<file path="src/sv/idp_pkg.sv">
`timescale 1ns / 1ps
// ----------------------------------------------------------------------------
// idp_pkg
// Shared widths, codes and helpers for the id pool allocator.
// ----------------------------------------------------------------------------
package idp_pkg;

  localparam int POOL_DEPTH = 16;
  localparam int IDX_W      = $clog2(POOL_DEPTH);
  localparam int CNT_W      = $clog2(POOL_DEPTH + 1);
  localparam int SUM_W      = IDX_W + 1;

  localparam int ID_W   = 31;
  localparam int MODE_W = 2;
  localparam int ST_W   = 3;

  localparam logic [MODE_W-1:0] MODE_ADD     = 2'd0;
  localparam logic [MODE_W-1:0] MODE_ACQUIRE = 2'd1;
  localparam logic [MODE_W-1:0] MODE_RELEASE = 2'd2;

  typedef enum logic [ST_W-1:0] {
    ST_OK         = 3'd0,
    ST_DUPLICATE  = 3'd1,
    ST_EMPTY      = 3'd2,
    ST_NOT_IN_USE = 3'd3,
    ST_FULL       = 3'd4
  } status_e;

  // circular free-list position head + off, wrapped at the pool depth
  function automatic logic [IDX_W-1:0] free_slot(input logic [IDX_W-1:0] head,
                                                 input logic [IDX_W-1:0] off);
    logic [SUM_W-1:0] sum;
    sum = {1'b0, head} + {1'b0, off};
    if (sum >= SUM_W'(POOL_DEPTH)) begin
      sum = sum - SUM_W'(POOL_DEPTH);
    end
    return sum[IDX_W-1:0];
  endfunction

endpackage

</file>
<file path="src/sv/idp_if.sv">
`timescale 1ns / 1ps
// ----------------------------------------------------------------------------
// idp_if
// Request and response channels of the id pool allocator.
// ----------------------------------------------------------------------------
interface idp_req_if import idp_pkg::*; ();
  logic              valid;
  logic              ready;
  logic [MODE_W-1:0] mode;
  logic [ID_W-1:0]   id;

  modport source (output valid, output mode, output id, input ready);
  modport sink   (input valid, input mode, input id, output ready);
endinterface

interface idp_rsp_if import idp_pkg::*; ();
  logic            valid;
  logic            ready;
  logic [ID_W-1:0] granted_id;
  logic [ST_W-1:0] status;

  modport source (output valid, output granted_id, output status, input ready);
  modport sink   (input valid, input granted_id, input status, output ready);
endinterface

</file>
<file path="src/sv/idp_ram.sv">
`timescale 1ns / 1ps
// ----------------------------------------------------------------------------
// idp_ram
// Generic single-write, single-read RAM with registered read data.
// ----------------------------------------------------------------------------
module idp_ram #(
  parameter int WIDTH = 8,
  parameter int DEPTH = 16
) (
  input  logic                     clk_i,
  input  logic                     we_i,
  input  logic [$clog2(DEPTH)-1:0] waddr_i,
  input  logic [WIDTH-1:0]         wdata_i,
  input  logic                     re_i,
  input  logic [$clog2(DEPTH)-1:0] raddr_i,
  output logic [WIDTH-1:0]         rdata_o
);

  logic [WIDTH-1:0] mem_q [DEPTH];
  logic [WIDTH-1:0] rdata_q;

  always_ff @(posedge clk_i) begin
    if (we_i) begin
      mem_q[waddr_i] <= wdata_i;
    end
    if (re_i) begin
      rdata_q <= mem_q[raddr_i];
    end
  end

  assign rdata_o = rdata_q;

endmodule

</file>
<file path="src/sv/id_pool_allocator_core.sv">
`timescale 1ns / 1ps
// ----------------------------------------------------------------------------
// id_pool_allocator_core
// Bounded id pool: FIFO free list plus in-use set, searched one entry a step.
// ----------------------------------------------------------------------------
// Usage:
//   in_i carries one request beat (mode, id): add id, acquire, release id.
//   out_o returns exactly one response beat per request (granted_id, status).
//   The block works on one request at a time; in_i.ready is high only while
//   the sequencer is idle. Adds and releases are searched entry by entry
//   through a single 31-bit comparator reading the free list and the in-use
//   store respectively; both stores are RAMs with registered read data.
//   Steps from accept to response loaded into the output register:
//     add      : compare each free entry in turn; push the id if no duplicate
//     acquire  : find the first empty in-use slot, move the free-list head in
//     release  : compare each valid in-use slot; push the id back on a match
//     empty acquire, no-op : straight to the result
//   The next request can be taken in the cycle after the response is loaded.
//   After reset the free list is empty and no slot is in use; no clearing
//   pass is needed. A stalled out_o holds its beat; the finished result then
//   waits in the sequencer and the next request is not taken until it moves.
// ----------------------------------------------------------------------------
module id_pool_allocator_core import idp_pkg::*; (
  input  logic  clk_i,
  input  logic  rst_ni,
  idp_req_if.sink   in_i,
  idp_rsp_if.source out_o
);

  localparam logic [3:0] S_IDLE     = 4'd0;
  localparam logic [3:0] S_ADD_RD   = 4'd1;
  localparam logic [3:0] S_ADD_CMP  = 4'd2;
  localparam logic [3:0] S_PUSH     = 4'd3;
  localparam logic [3:0] S_ACQ_SCAN = 4'd4;
  localparam logic [3:0] S_ACQ_WR   = 4'd5;
  localparam logic [3:0] S_REL_SCAN = 4'd6;
  localparam logic [3:0] S_REL_CMP  = 4'd7;
  localparam logic [3:0] S_PUT      = 4'd8;

  logic [3:0]            state_q, state_d;
  logic [IDX_W-1:0]      k_q, k_d;
  logic [IDX_W-1:0]      slot_q, slot_d;
  logic [ID_W-1:0]       id_q, id_d;
  logic [ID_W-1:0]       res_id_q, res_id_d;
  status_e               res_st_q, res_st_d;
  logic [IDX_W-1:0]      head_q, head_d;
  logic [CNT_W-1:0]      count_q, count_d;
  logic [POOL_DEPTH-1:0] used_valid_q, used_valid_d;
  logic                  out_valid_q, out_valid_d;
  logic [ID_W-1:0]       out_id_q, out_id_d;
  logic [ST_W-1:0]       out_st_q, out_st_d;

  logic                  in_fire;
  logic                  free_re, free_we, used_re, used_we;
  logic [IDX_W-1:0]      free_raddr, free_waddr;
  logic [ID_W-1:0]       free_rdata, used_rdata, cmp_data;
  logic                  id_match, add_last, used_last, pool_full;

  assign in_fire   = in_i.valid && in_i.ready;
  assign in_i.ready = (state_q == S_IDLE);

  // the one shared comparator: free entries on add, in-use entries on release
  assign cmp_data  = (state_q == S_ADD_CMP) ? free_rdata : used_rdata;
  assign id_match  = (cmp_data == id_q);

  assign add_last  = ((CNT_W'(k_q) + CNT_W'(1)) == count_q);
  assign used_last = (k_q == IDX_W'(POOL_DEPTH - 1));
  assign pool_full = (count_q == CNT_W'(POOL_DEPTH));

  assign free_raddr = (state_q == S_ACQ_SCAN) ? head_q : free_slot(head_q, k_q);
  assign free_waddr = free_slot(head_q, count_q[IDX_W-1:0]);

  always_comb begin
    state_d      = state_q;
    k_d          = k_q;
    slot_d       = slot_q;
    id_d         = id_q;
    res_id_d     = res_id_q;
    res_st_d     = res_st_q;
    head_d       = head_q;
    count_d      = count_q;
    used_valid_d = used_valid_q;
    out_valid_d  = out_valid_q;
    out_id_d     = out_id_q;
    out_st_d     = out_st_q;
    free_re      = 1'b0;
    free_we      = 1'b0;
    used_re      = 1'b0;
    used_we      = 1'b0;

    if (out_valid_q && out_o.ready) begin
      out_valid_d = 1'b0;
    end

    case (state_q)
      S_IDLE: begin
        if (in_fire) begin
          id_d     = in_i.id;
          k_d      = '0;
          res_id_d = '0;
          res_st_d = ST_OK;
          case (in_i.mode)
            MODE_ADD: begin
              state_d = (count_q == '0) ? S_PUSH : S_ADD_RD;
            end
            MODE_ACQUIRE: begin
              if (count_q == '0) begin
                res_st_d = ST_EMPTY;
                state_d  = S_PUT;
              end else begin
                state_d = S_ACQ_SCAN;
              end
            end
            MODE_RELEASE: state_d = S_REL_SCAN;
            default:      state_d = S_PUT;
          endcase
        end
      end
      S_ADD_RD: begin
        free_re = 1'b1;
        state_d = S_ADD_CMP;
      end
      S_ADD_CMP: begin
        if (id_match) begin
          res_st_d = ST_DUPLICATE;
          state_d  = S_PUT;
        end else if (add_last) begin
          state_d = S_PUSH;
        end else begin
          k_d     = k_q + IDX_W'(1);
          state_d = S_ADD_RD;
        end
      end
      S_PUSH: begin
        if (pool_full) begin
          res_st_d = ST_FULL;
        end else begin
          free_we = 1'b1;
          count_d = count_q + CNT_W'(1);
        end
        state_d = S_PUT;
      end
      S_ACQ_SCAN: begin
        if (!used_valid_q[k_q]) begin
          slot_d  = k_q;
          free_re = 1'b1;
          state_d = S_ACQ_WR;
        end else if (used_last) begin
          res_st_d = ST_FULL;
          state_d  = S_PUT;
        end else begin
          k_d = k_q + IDX_W'(1);
        end
      end
      S_ACQ_WR: begin
        used_we              = 1'b1;
        used_valid_d[slot_q] = 1'b1;
        res_id_d             = free_rdata;
        head_d               = free_slot(head_q, IDX_W'(1));
        count_d              = count_q - CNT_W'(1);
        state_d              = S_PUT;
      end
      S_REL_SCAN: begin
        if (used_valid_q[k_q]) begin
          used_re = 1'b1;
          state_d = S_REL_CMP;
        end else if (used_last) begin
          res_st_d = ST_NOT_IN_USE;
          state_d  = S_PUT;
        end else begin
          k_d = k_q + IDX_W'(1);
        end
      end
      S_REL_CMP: begin
        if (id_match) begin
          if (pool_full) begin
            res_st_d = ST_FULL;
            state_d  = S_PUT;
          end else begin
            used_valid_d[k_q] = 1'b0;
            state_d           = S_PUSH;
          end
        end else if (used_last) begin
          res_st_d = ST_NOT_IN_USE;
          state_d  = S_PUT;
        end else begin
          k_d     = k_q + IDX_W'(1);
          state_d = S_REL_SCAN;
        end
      end
      S_PUT: begin
        if (!out_valid_q || out_o.ready) begin
          out_valid_d = 1'b1;
          out_id_d    = res_id_q;
          out_st_d    = res_st_q;
          state_d     = S_IDLE;
        end
      end
      default: state_d = S_IDLE;
    endcase
  end

  always_ff @(posedge clk_i or negedge rst_ni) begin
    if (!rst_ni) begin
      state_q      <= S_IDLE;
      head_q       <= '0;
      count_q      <= '0;
      used_valid_q <= '0;
      out_valid_q  <= 1'b0;
    end else begin
      state_q      <= state_d;
      head_q       <= head_d;
      count_q      <= count_d;
      used_valid_q <= used_valid_d;
      out_valid_q  <= out_valid_d;
    end
  end

  always_ff @(posedge clk_i) begin
    k_q      <= k_d;
    slot_q   <= slot_d;
    id_q     <= id_d;
    res_id_q <= res_id_d;
    res_st_q <= res_st_d;
    out_id_q <= out_id_d;
    out_st_q <= out_st_d;
  end

  idp_ram #(.WIDTH(ID_W), .DEPTH(POOL_DEPTH)) u_free_ram (
    .clk_i   (clk_i),
    .we_i    (free_we),
    .waddr_i (free_waddr),
    .wdata_i (id_q),
    .re_i    (free_re),
    .raddr_i (free_raddr),
    .rdata_o (free_rdata)
  );

  idp_ram #(.WIDTH(ID_W), .DEPTH(POOL_DEPTH)) u_used_ram (
    .clk_i   (clk_i),
    .we_i    (used_we),
    .waddr_i (slot_q),
    .wdata_i (free_rdata),
    .re_i    (used_re),
    .raddr_i (k_q),
    .rdata_o (used_rdata)
  );

  assign out_o.valid      = out_valid_q;
  assign out_o.granted_id = out_id_q;
  assign out_o.status     = out_st_q;

  // free count never goes past the pool depth
  a_count_bound: assert property (@(posedge clk_i) disable iff (!rst_ni)
    count_q <= CNT_W'(POOL_DEPTH))
    else $error("free count exceeds pool depth");

  // an accepted request always leaves the idle state
  a_busy_after_accept: assert property (@(posedge clk_i) disable iff (!rst_ni)
    in_fire |=> state_q != S_IDLE)
    else $error("request accepted but sequencer stayed idle");

  // a nonzero id is only handed out with an ok status
  a_grant_ok: assert property (@(posedge clk_i) disable iff (!rst_ni)
    (out_o.valid && out_o.status != ST_OK) |-> out_o.granted_id == '0)
    else $error("granted id on a failed response");

  // a successful acquire marks exactly one more in-use slot
  a_acq_marks_slot: assert property (@(posedge clk_i) disable iff (!rst_ni)
    (state_q == S_ACQ_WR) |=>
      $countones(used_valid_q) == $countones($past(used_valid_q)) + 1)
    else $error("acquire did not claim an in-use slot");

  // a new response beat only comes out of the result state
  a_beat_from_put: assert property (@(posedge clk_i) disable iff (!rst_ni)
    (!out_valid_q ##1 out_valid_q) |-> $past(state_q) == S_PUT)
    else $error("response beat without a finished request");

endmodule

</file>
<file path="src/flat_wrapper.sv">
// flat-port wrapper written by rule: the top's interface ports become plain ports
module id_pool_allocator_core_flat import idp_pkg::*;
  (clk_i, rst_ni, in_i_valid, in_i_mode, in_i_id, in_i_ready, out_o_valid, out_o_granted_id, out_o_status, out_o_ready);
  idp_req_if in_i_i ();
  idp_rsp_if out_o_i ();
  input  logic clk_i;
  input  logic rst_ni;
  input wire logic [$bits(in_i_i.valid)-1:0] in_i_valid;
  input wire logic [$bits(in_i_i.mode)-1:0] in_i_mode;
  input wire logic [$bits(in_i_i.id)-1:0] in_i_id;
  output wire logic [$bits(in_i_i.ready)-1:0] in_i_ready;
  output wire logic [$bits(out_o_i.valid)-1:0] out_o_valid;
  output wire logic [$bits(out_o_i.granted_id)-1:0] out_o_granted_id;
  output wire logic [$bits(out_o_i.status)-1:0] out_o_status;
  input wire logic [$bits(out_o_i.ready)-1:0] out_o_ready;
  assign in_i_i.valid = in_i_valid;
  assign in_i_i.mode = in_i_mode;
  assign in_i_i.id = in_i_id;
  assign in_i_ready = in_i_i.ready;
  assign out_o_valid = out_o_i.valid;
  assign out_o_granted_id = out_o_i.granted_id;
  assign out_o_status = out_o_i.status;
  assign out_o_i.ready = out_o_ready;
  id_pool_allocator_core u_core (.clk_i(clk_i), .rst_ni(rst_ni), .in_i(in_i_i), .out_o(out_o_i));
endmodule
</file>
<file path="config.mk">
export PLATFORM = sky130hd
export DESIGN_NAME = id_pool_allocator_core_flat
export DESIGN_NICKNAME = d
export VERILOG_FILES = /design/src/sv/idp_pkg.sv /design/src/sv/idp_if.sv /design/src/sv/idp_ram.sv /design/src/sv/id_pool_allocator_core.sv /design/src/flat_wrapper.sv
export SDC_FILE = /design/constraint.sdc
export NUM_CORES = 1
export LEC_CHECK = 0
export BUFFER_PORTS_ARGS = -buffer_cell sky130_fd_sc_hd__buf_2
export CAP_MARGIN = 15
export CORE_MARGIN = 4
export CORE_UTILIZATION = 30
export DETAILED_ROUTE_END_ITERATION = 10
export PLACE_DENSITY = 0.44
export SLEW_MARGIN = 20
export SYNTH_ARGS = -nofsm -noshare
export SYNTH_HDL_FRONTEND = slang
export SYNTH_SLANG_ARGS = --single-unit
</file>
<file path="constraint.sdc">
create_clock -name clk_i -period 5.7 [get_ports clk_i]
set_clock_uncertainty 0.2 [all_clocks]
set_input_delay 0.57 -clock clk_i [delete_from_list [all_inputs] [get_ports clk_i]]
set_output_delay 0.57 -clock clk_i [all_outputs]
set_load 0.01 [all_outputs]
</file>
==> out/results.tsv <==
metric	value	unit
Synth Register Bits	1191	
Post-synth ARST share	0.02519	
Synthesized Nets	2176	
Starting Density	0.3029	
initial antenna violation count	11	
FF-to-FF setup slack	1.49	ns
via-per-instance ratio	4.938	
H-tree depth	4	
DR vias	22160	
Hold Fails Final Rpt	0	
CP Launch Point	u_core.state_q[2]$_DFFE_PN0P_	
buffer depth of the longest clock path	3	
maximum VDD drop	0.4663	mV
Worst R2R Path Depth	8	
Power Density	567.5	nW/um^2
final worst path period need	4.207	ns
Inserted Clock Buffers	133	
Placer Congestion	0.7878	
Worst R2R Start	u_core.state_q[2]$_DFFE_PN0P_	
Syn Std Cell Area	46220	um^2
max-cap violations	0	
drc violations	0	
Final Core Density	0.3556	
Port Buffers	72	
FF-to-FF End	u_core.u_used_ram.mem_q[13][25]$_DFFE_PP_	
met2 usage	0.2624	
Iter 0 DRT Violations	1878	
Final HPWL DP	74700	um
YS warnings	0	
gr ovfl total	0	
Wirelength per Cell	28.13	um
final hold slack	0.1235	ns
cell area after layout	54270	um^2
Total GRT Usage	0.1563	
critical path class	reg -> reg	
Slew Limit Fails	0	
number of synthesized flops with an enable pin	1161	
max incr delay on CP	0.75	ns
Hold Path Sink	u_core.state_q[0]$_DFFE_PN0P_	
critical path data arrival time	4.45	ns
critical path's slowest cell	nor2_4	
cells after synthesis	2122	
Final period util	0.7380	
clk slew on worst S/H paths	0.06	ns
Startpoint Class	register	
Final #Nets	2403	
vias in the first global route	23490	
CTS Sinks	1191	
max frequency	237.7	MHz
die width	400.5	um
Routed WL	126200	um
crit-path max FO	17	
worst skew pair latency	0.76	ns
RSZ-0062 raised after global routing	false	
placed cells	4210	
Worst Hold Path Cells	4	
Setup TNS Final	0	ns
largest net degree at the start of global routing	120	
Synth Flop Type	edfxtp_1	
synth unique cells	65	
CTS tree	yes	
post-synthesis area per instance	21.78	um^2
number of I/O pins	73	
Pleak	17.47	nW
M3 GR Usage	0.02240	
outcome	finished, final reports clean	
Final setup violation count	0	
sequential area share after synthesis	0.7705	
CP Capture Type	register	
post-route insts no fill	4488	
CP most frequent cell	buf_4	
layout cells sized above 1	0.2735	
Worst EP required	5.94	ns
Die Height	400.5	um
GR peak layer	met2	
area grow syn2layout	17.42	%
met1 Usage GRT	0.2120	
First-pass DRT Iterations	5	
num rows	143	
global-route wire length before repair	180100	um
CTS root buf	clkbuf_16	
die area	160400	um^2
worst hold path class	in -> reg	
DP Area	49770	um^2
post-route ant nets	0	
Slew @ Worst Pin	1.073	ns
Core Footprint	152600	um^2
hold_sp	in_i_valid	
crit path cell chain	nor2b_1, nand2_1, or2_1, buf_4, inv_1, nand3b_1, nor2_4, buf_4	
Rel. slew slack	0.2848	
power breakdown:
group / total [W] / switching, W / leakage (nW) / internal [W]
sequential: 0.0127 / 0.00133 / 10.9 / 0.0113
clock: 0.00823 / 0.00347 / 2.01 / 0.00476
combinational: 0.00991 / 0.00533 / 4.58 / 0.00458
total: 0.0308 / 0.0101 / 17.5 / 0.0207
what timing repair did:
| action | 4_1_cts | 5_1_grt |
|---|---|---|
| resized for setup | 0 | 0 |
| hold buffers | 33 | 0 |
| endpoints found under the hold margin | 62 | 0 |
| setup buffers | 0 | 0 |
worst max-delay path by stage:
stage	to	slack [ns]	depth (start not counted)
floorplan	u_core.u_free_ram.mem_q[12][0]$_DFFE_PP_	0.59	6
global placement	u_core.u_free_ram.rdata_o[15]$_DFFE_PP_	1.59	7
detailed placement	u_core.u_used_ram.mem_q[7][20]$_DFFE_PP_	1.47	8
CTS	u_core.u_used_ram.mem_q[7][25]$_DFFE_PP_	1.45	8
global route	u_core.u_used_ram.mem_q[13][22]$_DFFE_PP_	1.29	8
finish	u_core.u_used_ram.mem_q[13][25]$_DFFE_PP_	1.49	8
cell usage in the layout (no fill, tap or decap), types with 9 or more instances in the layout:
cell           instances
nor2_4                25
nand3b_1              11
edfxtp_1            1161
xor2_1                21
nor2_1                55
xnor2_1               22
dfrtp_1               30
clkbuf_16            136
buf_12                11
o21ai_0               12
nand2b_1              20
buf_4                 66
clkinv_1              27
nand3_1               13
clkinv_2              18
dlygate4sd3_1         33
a21oi_1               16
and2_1                28
ha_1                  14
o22ai_1               10
inv_1                 42
nand2_1               43
buf_2                 72
clkbuf_1              30
inv_6                  9
mux4_2               283
mux2i_1              104
sequential cells by signal, indices dropped and copies added (netlist names):
name                       count
u_core.res_id_q               31
u_core.u_free_ram.rdata_o     31
u_core.count_q                 5
u_core.u_used_ram.rdata_o     31
u_core.u_used_ram.mem_q      496
u_core.head_q                  4
u_core.id_q                   31
u_core.k_q                     4
u_core.slot_q                  4
u_core.state_q                 4
u_core.out_o.granted_id       31
u_core.u_free_ram.mem_q      496
u_core.used_valid_q           16
u_core.out_o.status            3
u_core.out_o.valid             1
u_core.res_st_q                3
stage by stage:
step	worst slack [ns]	power (W)
after floorplan	0.5943	0.01903
after global placement	1.588	0.02277
after detailed placement	1.470	0.02295
after CTS	1.454	0.03131
after global routing	1.291	0.03232
final	1.493	0.03080
synth_stat cells (5+ instances only):
cell / instances / area, um^2
mux4_2: 283 / 6374
buf_2: 12 / 60.06
xnor2_1: 22 / 192.7
edfxtp_1: 1161 / 34860
o21ai_0: 12 / 60.06
nor2b_1: 7 / 43.79
buf_1: 21 / 78.83
nor3_1: 13 / 65.06
a31oi_1: 6 / 37.54
nand2_1: 43 / 161.4
mux2i_1: 105 / 1051
nand2b_1: 20 / 125.1
and2_1: 30 / 187.7
nor4_1: 8 / 50.05
dfrtp_1: 30 / 750.7
a222oi_1: 5 / 50.05
clkbuf_1: 56 / 210.2
nand3_1: 13 / 65.06
a21oi_1: 17 / 85.08
a21o_1: 5 / 37.54
nand3b_1: 11 / 82.58
xor2_1: 22 / 192.7
inv_1: 42 / 157.7
a2bb2oi_2: 6 / 90.09
nor2_1: 80 / 300.3
ha_1: 14 / 175.2
o22ai_1: 10 / 62.56
metal layers:
layer	vias to the layer above	share of wire
met3	178	0.040
met5	-	0
met2	610	0.50
li1	9286	-
met4	0	0.022
met1	12090	0.44
layout make-up:
type | count | area (um^2)
Sequential cell | 1191 | 35610
Tap cell | 2030 | 2540
Clock inverter | 72 | 611.8
Timing Repair Buffer | 183 | 1421
Inverter | 42 | 157.7
Multi-Input combinational cell | 798 | 10390
Antenna cell | 5 | 12.51
Clock buffer | 167 | 3530
Fill cell | 14070 | 98350
logic make-up (layout without fill, tap and decap cells):
family          Yosys count  count (layout)  share of synthesized area
mux                     389             389                     0.1609
compound gates          101             101                    0.01670
other cells               0               5                          0
simple gates            247             247                    0.02712
buf+inv                 133             464                    0.01137
flops                  1191            1191                     0.7705
xor+xnor                 44              44                   0.008337
fa+ha+maj                17              17                   0.005089
critical path: cells and delay by family, from the launching register on:
| family | cells | cell delay [ns] |
|---|---|---|
| buffers and inverters | 3 | 1.09 |
| flip-flops | 1 | 0.58 |
| AND/OR/NAND/NOR | 5 | 2.01 |
Note: power is estimated with default switching activity, not from simulation.
